`src/hdl/ihpc_pkg.sv`:
```
// Shared types and constants for the IPv4 header parse and checksum unit.
// No dependencies; used by the top level and its port checker.
package ihpc_pkg;

    localparam int unsigned SUM_W    = 21;
    localparam int unsigned PSEUDO_W = 19;
    localparam int unsigned INDEX_W  = 6;

    localparam logic [3:0]         MIN_IHL         = 4'd5;
    localparam logic [INDEX_W-1:0] FIXED_HDR_BYTES = 6'd20;
    localparam logic [15:0]        SUM_ALL_ONES    = 16'hFFFF;

    typedef enum logic [1:0] {
        STATUS_OK        = 2'd0,
        STATUS_BAD_SUM   = 2'd1,
        STATUS_SHORT_IHL = 2'd2
    } status_t;

    typedef struct packed {
        logic [7:0]       version_ihl;
        logic [7:0]       tos;
        logic [15:0]      length;
        logic [7:0]       ttl;
        logic [7:0]       proto;
        logic [15:0]      checksum;
        logic [31:0]      source;
        logic [31:0]      destination;
        logic [SUM_W-1:0] sum;
        logic             short_ihl;
    } header_t;

endpackage

```
`src/hdl/ipv4_header_parse_check_unit.sv`:
```
// Top level of the IPv4 header parse and checksum unit.
// Depends on ihpc_pkg for types, status codes and constants.
//
// The unit accepts one header byte per cycle while input ready is high, with
// no gaps required between bytes or headers. Bytes are paired into 16-bit
// words and added into an unfolded 21-bit sum as they arrive, and the fixed
// fields are captured in place. After IHL*4 bytes (or after byte 19 when IHL
// is below five) the completed header moves into a holding stage, from which
// the folded checksum status and the pseudo-header sum are registered at the
// output once the output register is free. Input ready drops only when both
// the holding stage and the output register are full and out_ready is low.
module ipv4_header_parse_check_unit (
    input  logic        clk,
    input  logic        rst_n,
    input  logic        in_valid,
    output logic        in_ready,
    input  logic [7:0]  header_byte,
    input  logic        first_byte,
    output logic        out_valid,
    input  logic        out_ready,
    output logic [3:0]  version,
    output logic [3:0]  header_words,
    output logic [7:0]  service_type,
    output logic [15:0] total_length,
    output logic [7:0]  time_to_live,
    output logic [7:0]  protocol,
    output logic [15:0] header_checksum,
    output logic [31:0] source_address,
    output logic [31:0] destination_address,
    output logic [1:0]  status,
    output logic [18:0] pseudo_sum
);

    logic [ihpc_pkg::INDEX_W-1:0] byte_index_reg, byte_index_next;
    logic                         in_header_reg, in_header_next;
    logic [7:0]                   odd_byte_reg, odd_byte_next;
    ihpc_pkg::header_t            cap_reg, cap_next;

    ihpc_pkg::header_t            mid_reg;
    logic                         mid_valid_reg;
    logic                         out_valid_reg;

    logic                         accept;
    logic                         complete;
    logic                         out_free;
    logic                         mid_free;

    logic [16:0]                  fold1;
    logic [16:0]                  fold2;
    ihpc_pkg::status_t            status_calc;
    logic [ihpc_pkg::PSEUDO_W-1:0] pseudo_calc;

    ihpc_pkg::header_t            res_reg;
    ihpc_pkg::status_t            status_reg;
    logic [ihpc_pkg::PSEUDO_W-1:0] pseudo_reg;

    assign out_free = !out_valid_reg || out_ready;
    assign mid_free = !mid_valid_reg || out_free;
    assign in_ready = mid_free;
    assign accept   = in_valid && in_ready;

    always_comb
    begin
        logic [ihpc_pkg::INDEX_W-1:0] idx;
        logic [ihpc_pkg::INDEX_W-1:0] count;
        logic [3:0]                   ihl;

        byte_index_next = byte_index_reg;
        in_header_next  = in_header_reg;
        odd_byte_next   = odd_byte_reg;
        cap_next        = cap_reg;
        complete        = 1'b0;
        idx             = byte_index_reg;
        count           = '0;
        ihl             = '0;

        if (accept)
        begin
            if (first_byte)
            begin
                cap_next       = '0;
                odd_byte_next  = '0;
                in_header_next = 1'b1;
                idx            = '0;
            end
            if (first_byte || in_header_reg)
            begin
                unique case (idx)
                    6'd0:          cap_next.version_ihl = header_byte;
                    6'd1:          cap_next.tos = header_byte;
                    6'd2, 6'd3:    cap_next.length = {cap_next.length[7:0], header_byte};
                    6'd8:          cap_next.ttl = header_byte;
                    6'd9:          cap_next.proto = header_byte;
                    6'd10, 6'd11:
                        cap_next.checksum = {cap_next.checksum[7:0], header_byte};
                    6'd12, 6'd13, 6'd14, 6'd15:
                        cap_next.source = {cap_next.source[23:0], header_byte};
                    6'd16, 6'd17, 6'd18, 6'd19:
                        cap_next.destination = {cap_next.destination[23:0], header_byte};
                    default: ;
                endcase

                if (!idx[0])
                begin
                    odd_byte_next = header_byte;
                end
                else
                begin
                    cap_next.sum = cap_next.sum
                        + {{(ihpc_pkg::SUM_W-16){1'b0}}, odd_byte_next, header_byte};
                end

                count = idx + 6'd1;
                ihl   = cap_next.version_ihl[3:0];
                cap_next.short_ihl = (ihl < ihpc_pkg::MIN_IHL);
                if (cap_next.short_ihl)
                begin
                    complete = (count == ihpc_pkg::FIXED_HDR_BYTES);
                end
                else
                begin
                    complete = (count == {ihl, 2'b00});
                end
                byte_index_next = count;
                if (complete)
                begin
                    in_header_next = 1'b0;
                end
            end
        end
    end

    always_comb
    begin
        fold1 = {1'b0, mid_reg.sum[15:0]}
              + {12'd0, mid_reg.sum[ihpc_pkg::SUM_W-1:16]};
        fold2 = {1'b0, fold1[15:0]} + {16'd0, fold1[16]};
        if (mid_reg.short_ihl)
        begin
            status_calc = ihpc_pkg::STATUS_SHORT_IHL;
        end
        else if (fold2[15:0] == ihpc_pkg::SUM_ALL_ONES)
        begin
            status_calc = ihpc_pkg::STATUS_OK;
        end
        else
        begin
            status_calc = ihpc_pkg::STATUS_BAD_SUM;
        end
        pseudo_calc = {3'd0, mid_reg.source[31:16]} + {3'd0, mid_reg.source[15:0]}
                    + {3'd0, mid_reg.destination[31:16]}
                    + {3'd0, mid_reg.destination[15:0]}
                    + {11'd0, mid_reg.proto};
    end

    always_ff @(posedge clk or negedge rst_n)
    begin
        if (!rst_n)
        begin
            byte_index_reg <= '0;
            in_header_reg  <= 1'b0;
            mid_valid_reg  <= 1'b0;
            out_valid_reg  <= 1'b0;
        end
        else
        begin
            byte_index_reg <= byte_index_next;
            in_header_reg  <= in_header_next;
            if (mid_free)
            begin
                mid_valid_reg <= complete;
            end
            if (out_free)
            begin
                out_valid_reg <= mid_valid_reg;
            end
        end
    end

    always_ff @(posedge clk)
    begin
        odd_byte_reg <= odd_byte_next;
        cap_reg      <= cap_next;
        if (mid_free && complete)
        begin
            mid_reg <= cap_next;
        end
        if (out_free && mid_valid_reg)
        begin
            res_reg    <= mid_reg;
            status_reg <= status_calc;
            pseudo_reg <= pseudo_calc;
        end
    end

    assign out_valid           = out_valid_reg;
    assign version             = res_reg.version_ihl[7:4];
    assign header_words        = res_reg.version_ihl[3:0];
    assign service_type        = res_reg.tos;
    assign total_length        = res_reg.length;
    assign time_to_live        = res_reg.ttl;
    assign protocol            = res_reg.proto;
    assign header_checksum     = res_reg.checksum;
    assign source_address      = res_reg.source;
    assign destination_address = res_reg.destination;
    assign status              = status_reg;
    assign pseudo_sum          = pseudo_reg;

endmodule

```
`config.mk`:
```
export PLATFORM = sky130hd
export DESIGN_NAME = ipv4_header_parse_check_unit
export DESIGN_NICKNAME = d
export VERILOG_FILES = /design/src/hdl/ihpc_pkg.sv /design/src/hdl/ipv4_header_parse_check_unit.sv
export SDC_FILE = /design/constraint.sdc
export NUM_CORES = 1
export LEC_CHECK = 0
export BUFFER_PORTS_ARGS = -buffer_cell sky130_fd_sc_hd__buf_2
export CAP_MARGIN = 20
export CORE_UTILIZATION = 30
export CTS_CLUSTER_DIAMETER = 60
export DETAILED_ROUTE_END_ITERATION = 10
export PLACE_DENSITY = 0.48
export REMOVE_ABC_BUFFERS = 1
export SYNTH_ARGS = -nofsm -noshare
export SYNTH_HDL_FRONTEND = slang
export SYNTH_SLANG_ARGS = --single-unit
```
`constraint.sdc`:
```
create_clock -name clk -period 12.24 [get_ports clk]
set_input_delay 2.448 -clock clk [delete_from_list [all_inputs] [get_ports clk]]
set_output_delay 2.448 -clock clk [all_outputs]
set_load 0.03 [all_outputs]
```
== Word level (Yosys, flattened, before mapping) ==
Index checks and enable logic that the tools add are counted.
Storage, ports and cells
  register bits: 466
  bits of input ports: 13
  output and inout port bits: 151
Operators by class
  $add $sub $neg: 8
  magnitude comparators: 1
  eq/ne operators: 18
  mux-type cells: 30
  reduce and logical (&&, ||, !) cells: 14
Operator list (count)
  two-way mux 150 bit: 4
  two-way mux 8 bit: 10
  two-way mux 32 bit: 2
  equality test 6 x 4 -> 1 bit, second input constant: 8
  two-way mux 16 bit: 2
  equality test 6 x 5 -> 1 bit, second input constant: 5
  adder 21 x 16 -> 21 bit: 1
  two-way mux 21 bit: 1
  adder 18 x 16 -> 19 bit: 1
  adder 19 x 8 -> 19 bit: 1
  adder 17 x 16 -> 18 bit: 1
  adder 16 x 16 -> 17 bit: 1
  adder 16 x 5 -> 17 bit: 1
  adder 16 x 1 -> 16 bit: 1
  equality test 16 bit, second input constant: 1
  equality test 6 x 2 -> 1 bit, second input constant: 2
  two-way mux 6 bit: 2
  two-way mux 1 bit: 9
  OR reduction 4 bit: 2
  adder 6 x 1 -> 6 bit, second input constant: 1
  equality test 6 x 1 -> 1 bit, second input constant: 1
  equality test 6 bit: 1
  logical NOT 6 bit: 1
  less-than comparator 4 x 3 -> 1 bit, second input constant: 1
  5 further kinds: 11

== Depth between registers and ports, before layout ==
  word-level depth: 16
  mapped depth: 16
  mapped depth without buffers: 16

== Worst setup path after synthesis ==
No wires, ideal clock.
  path kind: in2reg
  from: in first_byte
  to: reg mid_reg[0] (netlist name), enable pin
  arrival time: 11374 ps
  required time: 11578 ps
  slack: 204 ps
  stages on the path: 13
  cells stage by stage: clkbuf_1 clkbuf_1 clkbuf_1 clkbuf_1 nor2b_1 inv_1 ha_1 o21ai_2 mux2_4 or4_1 o21ai_1 nand4_1 nor2_1
On the way
  cells in the longest elaborated chain, start to end: 13
  elaborated cells between the ends (all ways): 19
RTL lines
  from (decl): line ipv4_header_parse_check_unit.sv:18  | input logic first_byte,
  two-way mux 6 bit: line ipv4_header_parse_check_unit.sv:79  | if (first_byte)
  two-way mux 6 bit: line ipv4_header_parse_check_unit.sv:77  | if (accept)
  logical NOT 6 bit: line ipv4_header_parse_check_unit.sv:88  | unique case (idx)
  two-way mux 8 bit: line ipv4_header_parse_check_unit.sv:88
  two-way mux 8 bit: line ipv4_header_parse_check_unit.sv:86  | if (first_byte || in_header_reg)
  two-way mux 8 bit: line ipv4_header_parse_check_unit.sv:77
  less-than comparator 4 x 3 -> 1 bit / equality test 6 bit (equally long branches): line ipv4_header_parse_check_unit.sv:115, ipv4_header_parse_check_unit.sv:122
  two-way mux 1 bit: line ipv4_header_parse_check_unit.sv:116  | if (cap_next.short_ihl)
  two-way mux 1 bit: line ipv4_header_parse_check_unit.sv:86
  two-way mux 1 bit: line ipv4_header_parse_check_unit.sv:77
  two-way mux 1 bit *: line ipv4_header_parse_check_unit.sv:86
  two-way mux 1 bit *: line ipv4_header_parse_check_unit.sv:77
  logical AND 1 bit *: line ipv4_header_parse_check_unit.sv:184  | if (mid_free && complete)
  to (signal assigned): line ipv4_header_parse_check_unit.sv:186  | mid_reg <= cap_next;
  to (decl): line ipv4_header_parse_check_unit.sv:39  | ihpc_pkg::header_t mid_reg;
Every way passes the cells marked *; elsewhere a longest branch is shown, timed or not. The select of a mux whose other input is x is not followed.
A chain may end at the register's enable or synchronous reset.

== Final worst setup path ==
  from: in first_byte
  to: reg mid_reg[123] (netlist name), enable pin
The elaborated chain is that of the path after synthesis.

==> out/qor.csv <==
metric,value,unit
final hold violation count,0,
"EDFF count, synth",307,
Slew headroom,0.248,
Worst path max stage delay,0.87,ns
Port Buf Inserts,163,
met1 Usage GRT,0.183,
critical path peak fanout,71,
Total Neg Setup Slack,0,ns
DRT Pass-1 Iters,5,
cell mode on critical path,buf_4,
power density over the cells,156,nW/µm²
drt drc,0,
syn_area_per_cell,13.2,µm²
H-tree depth,2,
Initial Utilization,0.306,
core area,60800,µm²
Worst Setup End Kind,register,
CTS tree,done,
Via density,4.66,
"Critical Path, Cell by Cell",buf_4 > nor2_1 > inv_1 > ha_1 > o21ai_2 > mux2_4 > or4_1 > o21ai_1 > nand4_1 > nor2_4 > buf_4,
"Top FF cell, synth",edfxtp_1,
Clock transition at path regs,0.06,ns
maximum clock rate,160,MHz
RSZ-0062 raised after global routing,false,
largest net degree at the start of global routing,75,
max-capacitance violation count,0,
# setup viols final,0,
startpoint types,input port,
Via Count,11238,
DRT antenna net count,0,
Final Instance Count excl. Fillers,2413,
worst skew pair latency,0.59,ns
Clock Skew,0.0145,ns
I/O Pins,164,
DR iter-0 viols,725,
total power,3.43,mW
most frequent cells after synthesis,"edfxtp_1, nand2_1, dfxtp_1",
Peak VDD IR,0.0000928,V
Area Overhead vs Synth,18.5,%
status,"complete, no violations",
"FFs w/ async S/R, synth",0.0193,
"flops & latches, synth",466,
first-pass GRT wire length,67000,µm
count of clock tree sinks,466,
Global Route met3 Usage,0.0302,
total CTS buffers,52,
Syn Std Cell Area,18600,µm²
Die ar.,63100,µm²
"Slowest-stage cell, CP",buf_4,
Top delay family on crit path,simple AND/OR/NAND/NOR gates,
root buffer selected by CTS,clkbuf_16,
Pleak,8.19,nW
antenna cells,0,
Final Cycle Share,0.509,
placed insts,2314,
synth warn,0,
HPWL after DPL,29500,µm
GRT overflow,0,
Area contributors post-synth,"edfxtp_1, dfxtp_1, fa_1, ha_1, o21ai_0",
met2 Use GR,0.225,
Die X,251,µm
# hold bufs at CTS,0,
Critical Path AT,6.44,ns
min Tclk post-route,6.23,ns
Critical Path RT,12.45,ns
Slew @ Worst Pin,1.12,ns
cell area after layout,22100,µm²
Rows,90,
area share of the largest cell type after synthesis,0.495,
WS Path Type,in -> reg,
CTS max path bufs,3,
"count leader, synth",edfxtp_1,
sequential fraction of the synthesis area,0.669,
Post-CTS Setup Repair Bufs,0,
Layout Utilization,0.363,
Tot GR Track Use,0.139,
FILL cells,5859,
final layout net count,1696,
WL/cell,18.2,µm
initial antenna violation count,0,
fraction of layout cells with a size suffix above 1,0.174,
most area-hungry cell type in the Yosys netlist,edfxtp_1,
Hold WC Path Type,reg -> reg,
GR peak layer,met2,
gpl congestion,0.798,
placed cell areas,20300,µm²
number of global-route vias before repair,11165,
WP buf/inv,3,
Slew Limit Fails,0,
"Distinct cells, synth",64,
Die Y,251,µm
Routed WL,44000,µm
post-CTS resize count,0,
Syn Inst Count,1415,
## power breakdown
group          leakage [nW]  switching [mW]  internal, mW
Sequential             4.10          0.0144          1.70
Clock                 0.849           0.646         0.935
Combinational          3.24          0.0912        0.0497
## routing by layer
metal,wire length (µm),share of wire
met1,19800,0.45
met2,20800,0.47
met3,2200,0.050
met4,1300,0.030
met5,0,0
## per-stage QoR
step / worst slack (ns) / hold WS (ns)
4_1_cts: 5.96 / 0.418
3_3_place_gp: 5.44 / 0.406
5_1_grt: 5.71 / 0.423
2_1_floorplan: 0.822 / 0.400
3_5_place_dp: 5.36 / 0.405
6_report: 6.01 / 0.413
## worst paths after layout
check / start / slack (ns) / depth (start not counted) / to
min in group asynchronous: rst_n / 1.72 / 1 / byte_index_reg[2]
hold / removal: mid_reg[142] / 0.41 / 0 / header_words[0]
setup / recovery: first_byte / 6.01 / 11 / mid_reg[123]
setup reg to reg: mid_reg[25] / 7.54 / 16 / pseudo_sum[17]
hold reg to reg: mid_reg[142] / 0.41 / 0 / header_words[0]
max in group asynchronous: rst_n / 10.29 / 1 / byte_index_reg[0]
## layout by cell type, fill, tap and decap left out, types with 31 or more instances in the layout
cell type,instances
nand2_1,175
fa_1,41
buf_2,162
ha_1,55
a22oi_1,64
nor2_1,40
inv_1,93
a22o_1,36
dfxtp_1,150
clkbuf_16,55
o21ai_0,136
nor2b_1,36
edfxtp_1,307
xnor2_1,31
## layout make-up
| class | count | area (µm²) | share of cell area |
|---|---|---|---|
| timing repair buffer | 177 | 923 | 0.0419 |
| clock buffer | 70 | 1470 | 0.0668 |
| tap | 782 | 978 | 0.0444 |
| clock inverter | 28 | 285 | 0.0129 |
| multi-input combinational | 796 | 5600 | 0.254 |
| sequential | 466 | 12400 | 0.564 |
| inverter | 94 | 353 | 0.0160 |
## cells by family (layout without fill, tap and decap cells)
family,after synthesis,in the layout,share of synthesized area
mux,12,12,0.00739
xor+xnor,50,50,0.0235
simple gates,320,320,0.0790
fa+ha+maj,96,96,0.0810
flops,466,466,0.669
compound gates,318,318,0.109
buf+inv,153,369,0.0319
Note: power is estimated with default switching activity, not from simulation.
